<file path="src/rtl/lsf_pkg.sv">
// Shared types, constants and CRC helpers for the log slot framer.
// Used by the front end, queue, back end and top level; depends on nothing.
package lsf_pkg;

  // Line framing characters
  localparam logic [7:0] CHAR_CR = 8'h0D;
  localparam logic [7:0] CHAR_LF = 8'h0A;

  // CRC-32 preset, and the sequence value that is skipped
  localparam logic [31:0] CRC_INIT = 32'hFFFF_FFFF;
  localparam logic [31:0] SEQ_SKIP = 32'hFFFF_FFFF;

  // Depth of the request queue between front and back
  localparam int unsigned Q_DEPTH = 4;
  localparam int unsigned Q_PTR_W = $clog2(Q_DEPTH);

  // Input item and result item payloads
  typedef struct packed {
    logic [7:0] text_byte;
    logic       end_of_text;
  } text_item_t;

  typedef struct packed {
    logic [63:0] slot_word;
    logic [3:0]  word_index;
    logic        last_word;
    logic [6:0]  record_length;
  } slot_item_t;

  // One request from front to back: up to three released bytes, oldest
  // in the low byte, and a flag that closes the line after them.
  typedef struct packed {
    logic [23:0] bytes;
    logic [1:0]  count;
    logic        finish;
  } q_entry_t;

  typedef struct packed {
    logic     push;
    q_entry_t entry;
  } q_push_t;

  typedef struct packed {
    logic     valid;
    logic     full;
    q_entry_t head;
  } q_status_t;

  // Reflected CRC-32 (poly 0xEDB88320) nibble table
  function automatic logic [31:0] crc_nib(input logic [3:0] idx);
    logic [31:0] v;
    case (idx)
      4'h0: v = 32'h00000000;
      4'h1: v = 32'h1DB71064;
      4'h2: v = 32'h3B6E20C8;
      4'h3: v = 32'h26D930AC;
      4'h4: v = 32'h76DC4190;
      4'h5: v = 32'h6B6B51F4;
      4'h6: v = 32'h4DB26158;
      4'h7: v = 32'h5005713C;
      4'h8: v = 32'hEDB88320;
      4'h9: v = 32'hF00F9344;
      4'hA: v = 32'hD6D6A3E8;
      4'hB: v = 32'hCB61B38C;
      4'hC: v = 32'h9B64C2B0;
      4'hD: v = 32'h86D3D2D4;
      4'hE: v = 32'hA00AE278;
      4'hF: v = 32'hBDBDF21C;
      default: v = 32'h00000000;
    endcase
    return v;
  endfunction

  // Fold one byte into the CRC, low nibble first
  function automatic logic [31:0] crc_feed(input logic [31:0] c, input logic [7:0] b);
    logic [31:0] x;
    x = crc_nib(c[3:0] ^ b[3:0]) ^ (c >> 4);
    return crc_nib(x[3:0] ^ b[7:4]) ^ (x >> 4);
  endfunction

endpackage

</file>
<file path="src/rtl/lsf_stream_if.sv">
// Valid/ready stream channel carrying one payload item per transfer.
// Payload type is set per instance, usually from lsf_pkg.
interface lsf_stream_if #(
  parameter type payload_t = logic
);
  logic     valid;
  logic     ready;
  payload_t payload;

  modport source (output valid, output payload, input ready);
  modport sink   (input valid, input payload, output ready);
endinterface

</file>
<file path="src/rtl/lsf_back.sv">
// Back end: places slot bytes one per cycle unless stalled, runs the CRC,
// pads, appends the CRC, sends words via an output register; needs lsf_pkg.
module lsf_back #(
  parameter int unsigned SLOT_BYTES = 128
) (
  input  logic                 clk_i,
  input  logic                 rst_ni,
  input  lsf_pkg::q_status_t   q_i,
  output logic                 pop_o,
  lsf_stream_if.source         slot_o,
  input  logic                 cfg_we_i,
  input  logic [31:0]          cfg_data_i,
  output logic [31:0]          seq_o
);

  localparam int unsigned PosW = $clog2(SLOT_BYTES);
  localparam logic [PosW-1:0] CrcPos   = PosW'(SLOT_BYTES - 4);
  localparam logic [PosW-1:0] SlotLast = PosW'(SLOT_BYTES - 1);

  typedef enum logic {
    ST_TEXT,
    ST_FIN
  } state_e;

  state_e               state_q, state_d;
  logic [PosW-1:0]      pos_q, pos_d, pos_next;
  logic [PosW-1:0]      kept_q, kept_d;
  logic                 started_q, started_d;
  logic [31:0]          crc_q, crc_d;
  logic [31:0]          seq_q, seq_d;
  logic [31:0]          seq_inc;
  logic [1:0]           j_q, j_d;
  logic [55:0]          asm_q, asm_d;
  logic                 out_valid_q, out_valid_d;
  lsf_pkg::slot_item_t  out_q, out_d;

  logic                 place_en, place_feed, seq_place, consume, pop_empty, stall;
  logic [7:0]           place_byte, cur_byte;

  assign slot_o.valid   = out_valid_q;
  assign slot_o.payload = out_q;
  assign seq_o          = seq_q;

  assign cur_byte = 8'(q_i.head.bytes >> {j_q, 3'b000});
  assign seq_inc  = seq_q + 32'd1;

  // Choose this cycle's slot byte
  always_comb begin
    place_en   = 1'b0;
    place_feed = 1'b0;
    place_byte = '0;
    seq_place  = 1'b0;
    consume    = 1'b0;
    pop_empty  = 1'b0;
    case (state_q)
      ST_TEXT: begin
        if (q_i.valid) begin
          if (q_i.head.count == 2'd0) begin
            pop_empty = 1'b1;
          end else if (!started_q) begin
            place_en   = 1'b1;
            place_feed = 1'b1;
            seq_place  = 1'b1;
            place_byte = 8'(seq_q >> {pos_q[1:0], 3'b000});
          end else begin
            consume = 1'b1;
            if (pos_q < CrcPos) begin
              place_en   = 1'b1;
              place_feed = 1'b1;
              place_byte = cur_byte;
            end
          end
        end
      end
      ST_FIN: begin
        place_en = 1'b1;
        if (pos_q < CrcPos) begin
          place_feed = 1'b1;
          place_byte = '0;
        end else begin
          place_byte = 8'(~crc_q >> {pos_q[1:0], 3'b000});
        end
      end
      default: begin
        place_en = 1'b0;
      end
    endcase
  end

  // Hold the slot state while a completed word cannot enter the output register
  assign stall    = place_en && (pos_q[2:0] == 3'b111) && out_valid_q && !slot_o.ready;
  assign pos_next = place_en ? pos_q + 1'b1 : pos_q;

  always_comb begin
    state_d     = state_q;
    pos_d       = pos_q;
    kept_d      = kept_q;
    started_d   = started_q;
    crc_d       = crc_q;
    seq_d       = seq_q;
    j_d         = j_q;
    asm_d       = asm_q;
    out_d       = out_q;
    out_valid_d = out_valid_q && !slot_o.ready;
    pop_o       = 1'b0;
    if (!stall) begin
      if (place_en) begin
        pos_d = pos_next;
        if (place_feed) begin
          crc_d = lsf_pkg::crc_feed(crc_q, place_byte);
        end
        for (int k = 0; k < 7; k++) begin
          if (pos_q[2:0] == 3'(k)) begin
            asm_d[8*k +: 8] = place_byte;
          end
        end
        if (pos_q[2:0] == 3'b111) begin
          out_valid_d         = 1'b1;
          out_d.slot_word     = {place_byte, asm_q};
          out_d.word_index    = 4'(pos_q >> 3);
          out_d.last_word     = (pos_q == SlotLast);
          out_d.record_length = (pos_q == SlotLast) ? 7'(kept_q) : 7'd0;
        end
      end
      if (seq_place && pos_q[1:0] == 2'b11) begin
        started_d = 1'b1;
      end
      // Retire a request once its last byte is handled
      if (consume) begin
        if (j_q == q_i.head.count - 2'd1) begin
          pop_o = 1'b1;
          j_d   = '0;
          if (q_i.head.finish) begin
            state_d = ST_FIN;
            kept_d  = pos_next - PosW'(4);
          end
        end else begin
          j_d = j_q + 2'd1;
        end
      end
      if (pop_empty) begin
        pop_o = 1'b1;
        if (q_i.head.finish && started_q) begin
          state_d = ST_FIN;
          kept_d  = pos_q - PosW'(4);
        end
      end
      // Close the slot: advance the sequence and reset the line
      if (state_q == ST_FIN && pos_q == SlotLast) begin
        seq_d     = (seq_inc == lsf_pkg::SEQ_SKIP) ? 32'd0 : seq_inc;
        pos_d     = '0;
        started_d = 1'b0;
        crc_d     = lsf_pkg::CRC_INIT;
        state_d   = ST_TEXT;
      end
    end
    if (cfg_we_i) begin
      seq_d = cfg_data_i;
    end
  end

  always_ff @(posedge clk_i or negedge rst_ni) begin
    if (!rst_ni) begin
      state_q     <= ST_TEXT;
      pos_q       <= '0;
      kept_q      <= '0;
      started_q   <= 1'b0;
      crc_q       <= lsf_pkg::CRC_INIT;
      seq_q       <= '0;
      j_q         <= '0;
      asm_q       <= '0;
      out_valid_q <= 1'b0;
      out_q       <= '0;
    end else begin
      state_q     <= state_d;
      pos_q       <= pos_d;
      kept_q      <= kept_d;
      started_q   <= started_d;
      crc_q       <= crc_d;
      seq_q       <= seq_d;
      j_q         <= j_d;
      asm_q       <= asm_d;
      out_valid_q <= out_valid_d;
      out_q       <= out_d;
    end
  end

endmodule

</file>
<file path="src/flat_wrapper.sv">
// flat-port wrapper written by rule: the top's interface ports become plain ports
module lsf_back_flat 
#(
  parameter int unsigned SLOT_BYTES = 128
)
  (clk_i, rst_ni, q_i, pop_o, cfg_we_i, cfg_data_i, seq_o, slot_o_valid, slot_o_payload, slot_o_ready);
  lsf_stream_if slot_o_i ();
  input  logic clk_i;
  input  logic rst_ni;
  input  lsf_pkg::q_status_t q_i;
  output logic pop_o;
  input  logic cfg_we_i;
  input  logic [31:0] cfg_data_i;
  output logic [31:0] seq_o;
  output wire logic [$bits(slot_o_i.valid)-1:0] slot_o_valid;
  output wire logic [$bits(slot_o_i.payload)-1:0] slot_o_payload;
  input wire logic [$bits(slot_o_i.ready)-1:0] slot_o_ready;
  assign slot_o_valid = slot_o_i.valid;
  assign slot_o_payload = slot_o_i.payload;
  assign slot_o_i.ready = slot_o_ready;
  lsf_back #(.SLOT_BYTES(SLOT_BYTES)) u_core (.clk_i(clk_i), .rst_ni(rst_ni), .q_i(q_i), .pop_o(pop_o), .slot_o(slot_o_i), .cfg_we_i(cfg_we_i), .cfg_data_i(cfg_data_i), .seq_o(seq_o));
endmodule
</file>
<file path="config.mk">
export PLATFORM = sky130hd
export DESIGN_NAME = lsf_back_flat
export DESIGN_NICKNAME = d
export VERILOG_FILES = /design/src/rtl/lsf_pkg.sv /design/src/rtl/lsf_stream_if.sv /design/src/rtl/lsf_back.sv /design/src/flat_wrapper.sv
export SDC_FILE = /design/constraint.sdc
export NUM_CORES = 1
export LEC_CHECK = 0
export BUFFER_PORTS_ARGS = -buffer_cell sky130_fd_sc_hd__buf_2
export CORE_AREA = 8 8 100 102
export CTS_BUF_LIST = sky130_fd_sc_hd__clkbuf_4
export CTS_CLUSTER_SIZE = 40
export DETAILED_ROUTE_END_ITERATION = 10
export DIE_AREA = 0 0 108 110
export PLACE_DENSITY = 0.65
export SYNTH_ARGS = -nofsm -noshare
export SYNTH_HDL_FRONTEND = slang
export SYNTH_SLANG_ARGS = --single-unit
</file>
<file path="constraint.sdc">
create_clock -name clk_i -period 3.95 [get_ports clk_i]
set_input_delay 0.5925 -clock clk_i [delete_from_list [all_inputs] [get_ports clk_i]]
set_output_delay 0.5925 -clock clk_i [all_outputs]
set_load 0.01 [all_outputs]
</file>
==> impl_metrics.tcl <==
set metrics [dict create \
    hpwlAfterDp_um 7506 \
    worstSetupStartpointType "input port" \
    synthesis.area_um2 3393 \
    synth_enable_flop_cells 0 \
    max_freq_mhz 329.7 \
    dp.cells 586 \
    r2r.worst_path.cells 11 \
    drt_wl_total_um 10050 \
    grt_pass1_vias 3393 \
    diodes 0 \
    outcome "complete, no violations" \
    syn_inst 420 \
    synth-xor-area-share_pct 3.355 \
    cts_resized 0 \
    numPortBuffers 74 \
    vias 3485 \
    ir_drop_v 0.0002083 \
    finalCritPeriodShare_pct 76.79 \
    drt_first_pass_iters 5 \
    drt_iter0_markers 207 \
    gr-total-overflow 0 \
    synth.largest_area_cell "dfrtp_1" \
    placed_area_um2 3866 \
    synthMuxAreaShare_pct 0.2950 \
    synth_cell_types 46 \
    drv_cap 0 \
    final_antenna_net_count 0 \
    cts_setup_buffers 0 \
    die_w_um 108 \
    cts_max_path_buffers 2 \
    synth_warnings 0 \
    dp_slack_ns 0.8609 \
    busiest_layer "met2" \
    end_kind "output port" \
    arrival_ns 2.44 \
    finalHoldViolCount 0 \
    critPathKind "in2out" \
    whs_ns 0.3847 \
    die-area_um2 11880 \
    start_util_pct 40.08 \
    gp_congestion 0.9207 \
    numCtsBuffers 5 \
    postCtsHoldBufs 0 \
    core_area_um2 8466 \
    root_buffer "clkbuf_4" \
    die_h_um 110 \
    path_max_fanout 5 \
    avgSynthCellArea_um2 8.079 \
    yosys.area_share.adder_pct 1.844 \
    setup_viol 0 \
    hold_class "in2async" \
    drc 0 \
    antenna_found_initial 0 \
    synthFlopType "dfrtp_1" \
    std_cell_rows 34 \
    stdcell_area_um2 3949 \
    cts.clk_slew.worst_paths_ns 0.16 \
    nets 555 \
    grt.met1_usage_pct 23.19 \
    avgViaCountPerCell 5.867 \
    htree_levels 2 \
    fin_cells 594 \
    tightest_slew_ns 1.083 \
    boundaryPins 100 \
    grt_pass1_wl_um 17090 \
    rsz0062_at_grt "no" \
    synth.area.top_cells "dfrtp_1 34%, nand2_1 6.4%, nand3_1 4.4%" \
    cts.sinks 46 \
    synth-seq-area-share_pct 33.92 \
    cellLeakagePower_nw 1.597 \
    async_reset_ff_share_pct 100.0 \
    synth_top_area_share_pct 33.92 \
    track_usage_pct 17.50 \
    gr-usage-met3_pct 4.070 \
    gr-usage-met2_pct 28.20 \
    synth_top_family_by_area "simple AND/OR/NAND/NOR gates" \
    drv_slew 0 \
    final_cell_mix "74 x buf_2, 58 x nand2_1, 46 x dfrtp_1" \
    layout_commonest_cell "buf_2" \
    wl_per_cell_um 16.92 \
    tns_ns 0 \
    slew_headroom_pct 27.80 \
    clock-skew-final_ns 0.02073 \
    area_growth_pct 16.37 \
    worst_slack_ns 0.9168 \
    synth_seq_cells 46 \
    cts_tree "built" \
    synth_compound_area_share_pct 17.15 \
    synthesis.nets 490 \
    required_ns 3.36 \
    powerDensity_nw_per_um2 370.4 \
    grt_max_degree 52 \
    clk_latency_ns 0.38 \
    layout_min_cycle_time_ns 3.033 \
    synth-simple-area-share_pct 38.86 \
    drive_gt1_share_pct 20.99 \
]
-- metrics by stage --
| step | util (%) | power [mW] |
|---|---|---|
| floorplan | - | 0.9969 |
| global placement | 45.67 | 1.150 |
| detailed placement | 45.67 | 1.165 |
| CTS | 46.64 | 1.476 |
| global route | 46.64 | 1.579 |
| finish | 46.64 | 1.463 |
-- final timing paths --
path | from | endpoint | slack, ns
setup / recovery | q_i[1] | pop_o | 0.92
hold / removal | rst_ni | u_core.pos_q[6]$_DFFE_PN0P_ | 0.38
setup reg to reg | u_core.seq_o[0]$_DFFE_PN0P_ | u_core.seq_o[25]$_DFFE_PN0P_ | 0.93
hold reg to reg | u_core.pos_q[6]$_DFFE_PN0P_ | u_core.pos_q[6]$_DFFE_PN0P_ | 0.48
max in group asynchronous | rst_ni | u_core.seq_o[30]$_DFFE_PN0P_ | 2.89
min in group clk_i | cfg_data_i[1] | u_core.seq_o[1]$_DFFE_PN0P_ | 0.41
-- power by group --
part / internal [mW] / switching, mW
clock: 0.133 / 0.177
sequential: 0.567 / 0.137
combinational: 0.200 / 0.249
total: 0.900 / 0.563
-- final cells by class --
class	instances	area, um^2
fill	899	4517
multi-input combinational	340	2092
sequential	46	1151
timing repair buffer	84	457.9
tap	108	135.1
clock inverter	3	45.04
clock buffer	5	37.54
inverter	8	30.03
-- cell families (layout without fill, tap and decap cells) --
group | Yosys count | after routing
muxes | 1 | 1
xor gates and xnor gates | 13 | 13
and+or+nand+nor | 230 | 230
adders and majority gates | 5 | 5
DFF | 46 | 46
buffers and inverters | 34 | 100
AOI/OAI and AO/OA | 91 | 91
-- state kept, by name (all words and copies together) (netlist names) --
register	count
u_core.j_q	2
u_core.slot_o.valid	1
u_core.seq_o	32
u_core.pos_q	7
u_core.slot_o.payload	1
u_core.kept_q	1
u_core.state_q	1
u_core.started_q	1
-- worst max-delay path, cell delays in order --
cell and delay [ns]:
buf_2 0.12, inv_1 0.05, ha_1 0.20, nand2b_1 0.19, a31oi_1 0.33, o21ai_0 0.25
nor2_1 0.26, nor2_1 0.11, nand2_1 0.12, o22ai_1 0.07, buf_2 0.15
-- synth_stat cells, types with 9 or more instances --
master,instances
o21ai_0,20
dfrtp_1,46
nor2b_1,19
a22oi_1,18
nor4_1,23
nand3_1,30
nor3b_1,10
clkbuf_1,19
nand4b_1,9
a21oi_1,19
a31oi_1,18
nand2_1,58
nor2_1,19
nor3_1,12
nand4_1,13
-- routing by layer --
metal	vias to the layer above	part of all wire, %
met2	96	47
li1	1723	-
met1	1654	45
met3	12	6.2
met4	0	1.3
met5	-	0
(Power assumes the default switching activity.)
