--- config.mk ---
export PLATFORM = sky130hd
export DESIGN_NAME = lsf_queue
export DESIGN_NICKNAME = d
export VERILOG_FILES = /design/src/rtl/lsf_pkg.sv /design/src/rtl/lsf_queue.sv
export SDC_FILE = /design/constraint.sdc
export NUM_CORES = 1
export LEC_CHECK = 0
export BUFFER_PORTS_ARGS = -buffer_cell sky130_fd_sc_hd__buf_2
export CORE_AREA = 2 2 97 99
export DETAILED_ROUTE_END_ITERATION = 16
export DIE_AREA = 0 0 99 101
export PLACE_DENSITY = 0.69
export SETUP_SLACK_MARGIN = 0.1
export SLEW_MARGIN = 20
export SYNTH_ARGS = -nofsm -noshare
export SYNTH_HDL_FRONTEND = slang
export SYNTH_SLANG_ARGS = --single-unit
--- constraint.sdc ---
create_clock -name clk_i -period 2.3 [get_ports clk_i]
set_input_delay 0.23 -clock clk_i [delete_from_list [all_inputs] [get_ports clk_i]]
set_output_delay 0.23 -clock clk_i [all_outputs]
set_load 0.05 [all_outputs]
--- src/rtl/lsf_pkg.sv ---
// Shared types, constants and CRC helpers for the log slot framer.
// Used by the front end, queue, back end and top level; depends on nothing.
package lsf_pkg;

  // Line framing characters
  localparam logic [7:0] CHAR_CR = 8'h0D;
  localparam logic [7:0] CHAR_LF = 8'h0A;

  // CRC-32 preset, and the sequence value that is skipped
  localparam logic [31:0] CRC_INIT = 32'hFFFF_FFFF;
  localparam logic [31:0] SEQ_SKIP = 32'hFFFF_FFFF;

  // Depth of the request queue between front and back
  localparam int unsigned Q_DEPTH = 4;
  localparam int unsigned Q_PTR_W = $clog2(Q_DEPTH);

  // Input item and result item payloads
  typedef struct packed {
    logic [7:0] text_byte;
    logic       end_of_text;
  } text_item_t;

  typedef struct packed {
    logic [63:0] slot_word;
    logic [3:0]  word_index;
    logic        last_word;
    logic [6:0]  record_length;
  } slot_item_t;

  // One request from front to back: up to three released bytes, oldest
  // in the low byte, and a flag that closes the line after them.
  typedef struct packed {
    logic [23:0] bytes;
    logic [1:0]  count;
    logic        finish;
  } q_entry_t;

  typedef struct packed {
    logic     push;
    q_entry_t entry;
  } q_push_t;

  typedef struct packed {
    logic     valid;
    logic     full;
    q_entry_t head;
  } q_status_t;

  // Reflected CRC-32 (poly 0xEDB88320) nibble table
  function automatic logic [31:0] crc_nib(input logic [3:0] idx);
    logic [31:0] v;
    case (idx)
      4'h0: v = 32'h00000000;
      4'h1: v = 32'h1DB71064;
      4'h2: v = 32'h3B6E20C8;
      4'h3: v = 32'h26D930AC;
      4'h4: v = 32'h76DC4190;
      4'h5: v = 32'h6B6B51F4;
      4'h6: v = 32'h4DB26158;
      4'h7: v = 32'h5005713C;
      4'h8: v = 32'hEDB88320;
      4'h9: v = 32'hF00F9344;
      4'hA: v = 32'hD6D6A3E8;
      4'hB: v = 32'hCB61B38C;
      4'hC: v = 32'h9B64C2B0;
      4'hD: v = 32'h86D3D2D4;
      4'hE: v = 32'hA00AE278;
      4'hF: v = 32'hBDBDF21C;
      default: v = 32'h00000000;
    endcase
    return v;
  endfunction

  // Fold one byte into the CRC, low nibble first
  function automatic logic [31:0] crc_feed(input logic [31:0] c, input logic [7:0] b);
    logic [31:0] x;
    x = crc_nib(c[3:0] ^ b[3:0]) ^ (c >> 4);
    return crc_nib(x[3:0] ^ b[7:4]) ^ (x >> 4);
  endfunction

endpackage

--- src/rtl/lsf_queue.sv ---
// Short request queue between the front and back ends of the framer.
// Depends on lsf_pkg for the entry type and depth.
module lsf_queue (
  input  logic                 clk_i,
  input  logic                 rst_ni,
  input  lsf_pkg::q_push_t     push_i,
  input  logic                 pop_i,
  output lsf_pkg::q_status_t   status_o
);

  localparam int unsigned CntW = $clog2(lsf_pkg::Q_DEPTH + 1);

  lsf_pkg::q_entry_t              mem_q [lsf_pkg::Q_DEPTH];
  logic [lsf_pkg::Q_PTR_W-1:0]    wr_q, wr_d, rd_q, rd_d;
  logic [CntW-1:0]                cnt_q, cnt_d;
  logic                           do_push, do_pop;

  assign do_push = push_i.push && (cnt_q != CntW'(lsf_pkg::Q_DEPTH));
  assign do_pop  = pop_i && (cnt_q != '0);

  assign status_o.valid = (cnt_q != '0);
  assign status_o.full  = (cnt_q == CntW'(lsf_pkg::Q_DEPTH));
  assign status_o.head  = mem_q[rd_q];

  // Advance pointers and occupancy
  always_comb begin
    wr_d  = wr_q;
    rd_d  = rd_q;
    cnt_d = cnt_q;
    if (do_push) begin
      wr_d = (wr_q == lsf_pkg::Q_PTR_W'(lsf_pkg::Q_DEPTH - 1)) ? '0 : wr_q + 1'b1;
    end
    if (do_pop) begin
      rd_d = (rd_q == lsf_pkg::Q_PTR_W'(lsf_pkg::Q_DEPTH - 1)) ? '0 : rd_q + 1'b1;
    end
    case ({do_push, do_pop})
      2'b10:   cnt_d = cnt_q + 1'b1;
      2'b01:   cnt_d = cnt_q - 1'b1;
      default: cnt_d = cnt_q;
    endcase
  end

  always_ff @(posedge clk_i or negedge rst_ni) begin
    if (!rst_ni) begin
      wr_q  <= '0;
      rd_q  <= '0;
      cnt_q <= '0;
    end else begin
      wr_q  <= wr_d;
      rd_q  <= rd_d;
      cnt_q <= cnt_d;
    end
  end

  always_ff @(posedge clk_i) begin
    if (do_push) begin
      mem_q[wr_q] <= push_i.entry;
    end
  end

endmodule

==> flow_summary_export.csv, run 1 <==
group,metric,value,unit
yosys,synthFlopType,"edfxtp_1",
outcome,status,"finished clean",
clock_tree,clockBufferDepth,2,
detailed_routing,drt-total-wl,7284,um
placement,portBuffers,59,
sta,rsz0062_at_grt,"true",
power_and_ir_drop,powerDensity,1513,nW/um2
critical_path,critical_path_class,"register to output pin",
clock_tree,clk_pin_slew,50,ps
placement,placed_cells,350,
clock_tree,cts_tree,"built",
power_and_ir_drop,vdd_ir_drop_max,821.4,uV
grt,grt_pass1_vias,2181,
detailed_routing,first_pass_iters,5,
critical_path,critPathLaunchType,"register",
cells_and_area,layout-drive-gt1-share,45.25,%
critical_path,end_kind,"output pin",
floorplan,num_rows,35,
cells_and_area,diodes,0,
grt,track_usage,15.97,%
yosys,ys_types,19,
grt,grt_max_degree,28,
floorplan,initial_core_util,48.42,%
placement,gp_congestion,0.7408,
sta,finClkSkew,9.428,ps
yosys,synth-seq-cells,115,
critical_path,crit_chain,"buf_6 > mux4_2 > buf_2",
floorplan,die-area,9999,um2
critical_path,cp.arrival,1870,ps
floorplan,pin_count,60,
critical_path,rrSetupSlack,220,ps
floorplan,fp.dieH,101,um
worst_hold_path,min_path_type,"input port to asynchronous set/reset pin",
detailed_routing,viasPerCell,5.036,
yosys,syn_avg_cell_area,23.75,um2
yosys,yosys.area.top_type_share,74.61,%
cells_and_area,syn2layout_area_growth,31.75,%
sta,fin_setup_tns,0,ps
critical_path,crit_required,2070,ps
critical_path,critical_path.reg2reg.startpoint,"cnt_q[0]",
cells_and_area,final_nets,330,
yosys,async_reset_ff_share,6.087,%
yosys,synthTopCellsByArea,"edfxtp_1 75%, mux4_2 14%, dfrtp_1 4.0%",
yosys,yosys.area.top_type,"edfxtp_1",
sta,setup-violations-final,0,
yosys,yosysWarnings,0,
yosys,netlist_instances,183,
cells_and_area,nFillCells,599,
power_and_ir_drop,p_leak,2.101,nW
clock_tree,cts_max_level,4,
clock_tree,clock_latency,500,ps
sta,fin_crit,2100,ps
critical_path,cp_slowest_stage_delay,540,ps
detailed_routing,drc,0,
detailed_routing,vias,2095,
sta,relSlewSlack,50.85,%
detailed_routing,drt_first_iter_violations,95,
yosys,synth_most_common_cell,"edfxtp_1",
placement,dp_hpwl,3989,um
detailed_routing,drtAntennaViolNets,0,
floorplan,die_w,99,um
clock_tree,cts_buffers,17,
grt,antenna_found_initial,0,
job,drv_cap,0,
sta,finalHoldViolCount,0,
yosys,synth-edff-count,108,
yosys,yosysSeqAreaShare,78.64,%
floorplan,coreArea,8977,um2
clock_tree,cts_root_buf,"clkbuf_8",
yosys,synthesis.nets,221,
sta,drv_slew,0,
yosys,netlist_area,4347,um2
sta,post-route-period-util,91.32,%
sta,worst_pin_slew,737.2,ps
grt,grt_pass1_wl,11490,um
critical_path,crit_slowest_cell,"mux4_2",
clock_tree,cts.sinks,115,
critical_path,worstSetupStartpoint,"rd_q[0]",
grt,grt_overflow,0,
detailed_routing,wl_per_cell,17.51,um
critical_path,critPathMaxFanout,13,
yosys,synthTopCellsByCount,"108 x edfxtp_1, 27 x mux4_2, 8 x inv_1",
sta,fmax,476.1,MHz
cells_and_area,final_cells,416,
power by group:
part | switching [mW] | internal [mW] | total, mW
clock network | 0.841 | 1.74 | 2.59
logic | 2.09 | 1.07 | 3.15
registers | 0.134 | 2.79 | 2.92
registers in the layout (all words and copies together), names as in the netlist:
name / cells
cnt_q: 3
mem_q: 108
rd_q: 2
wr_q: 2
final cells by class:
class,instances,area [um2],area share [%]
Sequential cell,115,3420,59.71
Inverter,8,30.03,0.5244
Tap cell,111,138.9,2.425
Clock inverter,11,160.2,2.797
Timing Repair Buffer,96,663.1,11.58
Multi-Input combinational cell,54,885.9,15.47
Clock buffer,21,429.2,7.494
through the flow:
step	hold slack (ps)	power (mW)	setup slack, ps	instance area [um2]	utilization [%]
floorplan	-65.59	5.342	178.6	4347	-
global placement	70.54	5.962	158.6	4770	53.13
detailed placement	78.71	5.996	97.96	4770	53.13
CTS	74.91	8.655	110.2	5650	62.94
global route	74.64	9.038	49.77	5727	63.79
finish	85.57	8.662	199.7	5727	63.79
cells in the final DEF (no fill, tap or decap), types with 2 or more instances in the layout:
cell type and n:
dfrtp_1 6, nor2_1 3, mux2_2 2, dlygate4sd3_1 28
mux4_2 27, xor2_1 2, clkbuf_1 4, buf_4 6
mux2_4 2, buf_6 2, clkbuf_16 16, edfxtp_1 108
ha_1 5, inv_1 7, clkinv_2 4, buf_2 59
and3_2 4, bufinv_16 4
cells by family (layout without fill, tap and decap cells):
family | Yosys count | count (layout) | share of synthesized area (%)
xor gates and xnor gates | 3 | 3 | 0.6046
and+or+nand+nor | 12 | 12 | 1.756
adders and majority gates | 7 | 7 | 2.188
buffers and inverters | 14 | 136 | 1.497
DFF | 115 | 115 | 78.64
AOI/OAI and AO/OA | 1 | 1 | 0.1150
muxes | 31 | 31 | 15.20
path summary, 6_finish.rpt:
check / to / cells past startpoint
setup reg to reg: cnt_q[2] / 10
setup / recovery: status_o[2] / 3
hold / removal: cnt_q[0] / 2
min in group clk_i: rd_q[1] / 3
max in group asynchronous: rd_q[0] / 2
hold reg to reg: cnt_q[2] / 1
layer usage:
| layer | vias to the layer above | track usage [%] | routed length [um] |
|---|---|---|---|
| li1 | 974 | - | - |
| met1 | 1054 | 21.41 | 3258 |
| met2 | 60 | 23.70 | 3582 |
| met3 | 7 | 5.964 | 383 |
| met4 | 0 | 6.955 | 60 |
| met5 | - | 0 | 0 |
critical path, delay by kind of cell, from the launching register on:
| family | cells | cell delay [ps] |
|---|---|---|
| DFF | 1 | 390 |
| muxes | 1 | 540 |
| buffers and inverters | 2 | 440 |
repair_timing:
action	4_1_cts	5_1_grt
buffers inserted	1	5
pin swaps	0	7
endpoints found under the hold margin	115	0
hold buffers	28	0
setup endpoints to repair	18	21
gates resized for setup	1	10
Note: power is estimated with default switching activity, not from simulation.
==> inputs of run 2 (changes only) <==
Settings changed: CORE_AREA 2 2 97 99 to 2 2 80 120, DIE_AREA 0 0 99 101 to 0 0 82 122.
==> flow_summary_export.csv, run 2 (synthesized netlist as in run 1, its figures left out) <==
group,metric,value,unit
cells_and_area,largest_reg_flops,108,
critical_path,critical_path.reg2reg.startpoint,"cnt_q[1]",
sta,fin_crit,2085,ps
floorplan,fp.dieH,122,um
critical_path,worstSetupStartpoint,"cnt_q[1]",
placement,portBuffers,59,
outcome,status,"finished clean",
detailed_routing,vias,2079,
cells_and_area,layout-drive-gt1-share,47.31,%
placement,place_area,4798,um2
cells_and_area,final_common_cell,"edfxtp_1",
worst_hold_path,min_path_type,"input port to register",
clock_tree,cts.sinks,115,
grt,track_usage,16.49,%
cells_and_area,final_cell_mix,"108 x edfxtp_1, 59 x buf_2, 27 x mux4_2",
critical_path,critical_path_class,"register to register",
grt,grt_overflow,0,
floorplan,pin_count,60,
detailed_routing,first_pass_iters,4,
sta,relSlewSlack,49.92,%
critical_path,cp.arrival,2420,ps
placement,placed_cells,353,
sta,post-route-period-util,90.66,%
critical_path,end_kind,"register",
cells_and_area,final_cells,391,
detailed_routing,wl_per_cell,18.93,um
clock_tree,cts_buffers,17,
floorplan,die_w,82,um
cells_and_area,syn2layout_area_growth,24.32,%
power_and_ir_drop,p_leak,1.971,nW
critical_path,crit_family,"simple AND/OR/NAND/NOR gates",
sta,finClkSkew,5.607,ps
cells_and_area,regMostFlops,"mem_q",
cells_and_area,nFillCells,679,
sta,fmax,479.6,MHz
job,drv_cap,0,
detailed_routing,viasPerCell,5.317,
cells_and_area,diodes,0,
power_and_ir_drop,powerDensity,1560,nW/um2
detailed_routing,drt-total-wl,7403,um
placement,gp_congestion,0.7085,
detailed_routing,drc,0,
critical_path,crit_slowest_cell,"or3b_4",
grt,grt_pass1_vias,2195,
placement,dp_hpwl,4378,um
critical_path,critPathBufInv,2,
sta,finalHoldViolCount,0,
clock_tree,cts_root_buf,"clkbuf_16",
clock_tree,cts_max_level,4,
floorplan,coreArea,9039,um2
floorplan,die-area,10000,um2
clock_tree,clock_latency,410,ps
sta,worst_pin_slew,751.2,ps
sta,drv_slew,0,
cells_and_area,final_nets,305,
critical_path,critPathLaunchType,"register",
sta,fin_setup_tns,0,ps
critical_path,critPathMaxFanout,4,
sta,whs,37.37,ps
detailed_routing,drtAntennaViolNets,0,
floorplan,initial_core_util,48.09,%
clock_tree,clk_pin_slew,50,ps
sta,setup-violations-final,0,
detailed_routing,drt_first_iter_violations,117,
critical_path,crit_required,2630,ps
grt,grt_pass1_wl,10960,um
worst_hold_path,min_from,"push_i[15]",
critical_path,crit_chain,"or3b_4 > and2_4 > inv_1 > ha_2 > inv_1 > fa_2 > xor2_1 > nor2_1 > xor2_1",
floorplan,num_rows,43,
cells_and_area,design_area,5404,um2
critical_path,cp_slowest_stage_delay,420,ps
grt,grt_max_degree,28,
clock_tree,cts_tree,"built",
grt,antenna_found_initial,1,
power_and_ir_drop,vdd_ir_drop_max,788.6,uV
cells_and_area,reg_top3,"mem_q x108, cnt_q x3",
clock_tree,clockBufferDepth,2,
sta,rsz0062_at_grt,"false",
==> run 2: report_power, final <==
part | total, mW | switching (mW) | internal (mW)
combinational | 3.14 | 2.08 | 1.06
clock | 2.35 | 0.794 | 1.56
sequential | 2.94 | 0.144 | 2.79
total | 8.43 | 3.02 | 5.41
==> run 2: path summary, 6_finish.rpt <==
kind,endpoint,slack (ps),cells after the start
max,cnt_q[2],210,9
min,mem_q[0][15],40,1
max reg2reg,cnt_q[2],210,9
min reg2reg,cnt_q[2],480,1
max in group asynchronous,rd_q[0],1910,2
min in group asynchronous,wr_q[0],200,2
==> run 2: repair_timing <==
action | CTS | global route
hold buffers | 1 | 0
setup endpoints to repair | 9 | 1
setup buffers | 1 | 5
resized for setup | 0 | 2
hold endpoints to repair | 7 | 0
pin swaps | 0 | 4
==> run 2: layer usage <==
| layer | wire (um) | part of all wire, % | vias up | global-route usage [%] |
|---|---|---|---|---|
| li1 | - | - | 918 | - |
| met1 | 2739 | 37 | 1078 | 16.87 |
| met2 | 4113 | 56 | 62 | 27.24 |
| met3 | 334 | 4.5 | 19 | 7.333 |
| met4 | 209 | 2.8 | 2 | 9.688 |
| met5 | 7 | 0.095 | - | 0 |
==> run 2: through the flow <==
stage	setup WS (ps)	power (mW)	util [%]
3_3_place_gp	165.1	6.013	53.09
4_1_cts	112.9	8.462	59.32
2_1_floorplan	178.6	5.342	-
6_report	214.9	8.430	59.79
3_5_place_dp	133.3	6.057	53.09
5_1_grt	103.9	8.764	59.79
==> run 2: layout make-up <==
cell class / instances / area, um2 / share of cell area (%)
clock buffer: 22 / 444.2 / 8.219
clock inverter: 9 / 88.84 / 1.644
inverter: 8 / 30.03 / 0.5557
multi-input combinational: 54 / 868.3 / 16.07
sequential: 115 / 3420 / 63.28
tap: 112 / 140.1 / 2.593
timing repair buffer: 71 / 412.9 / 7.641
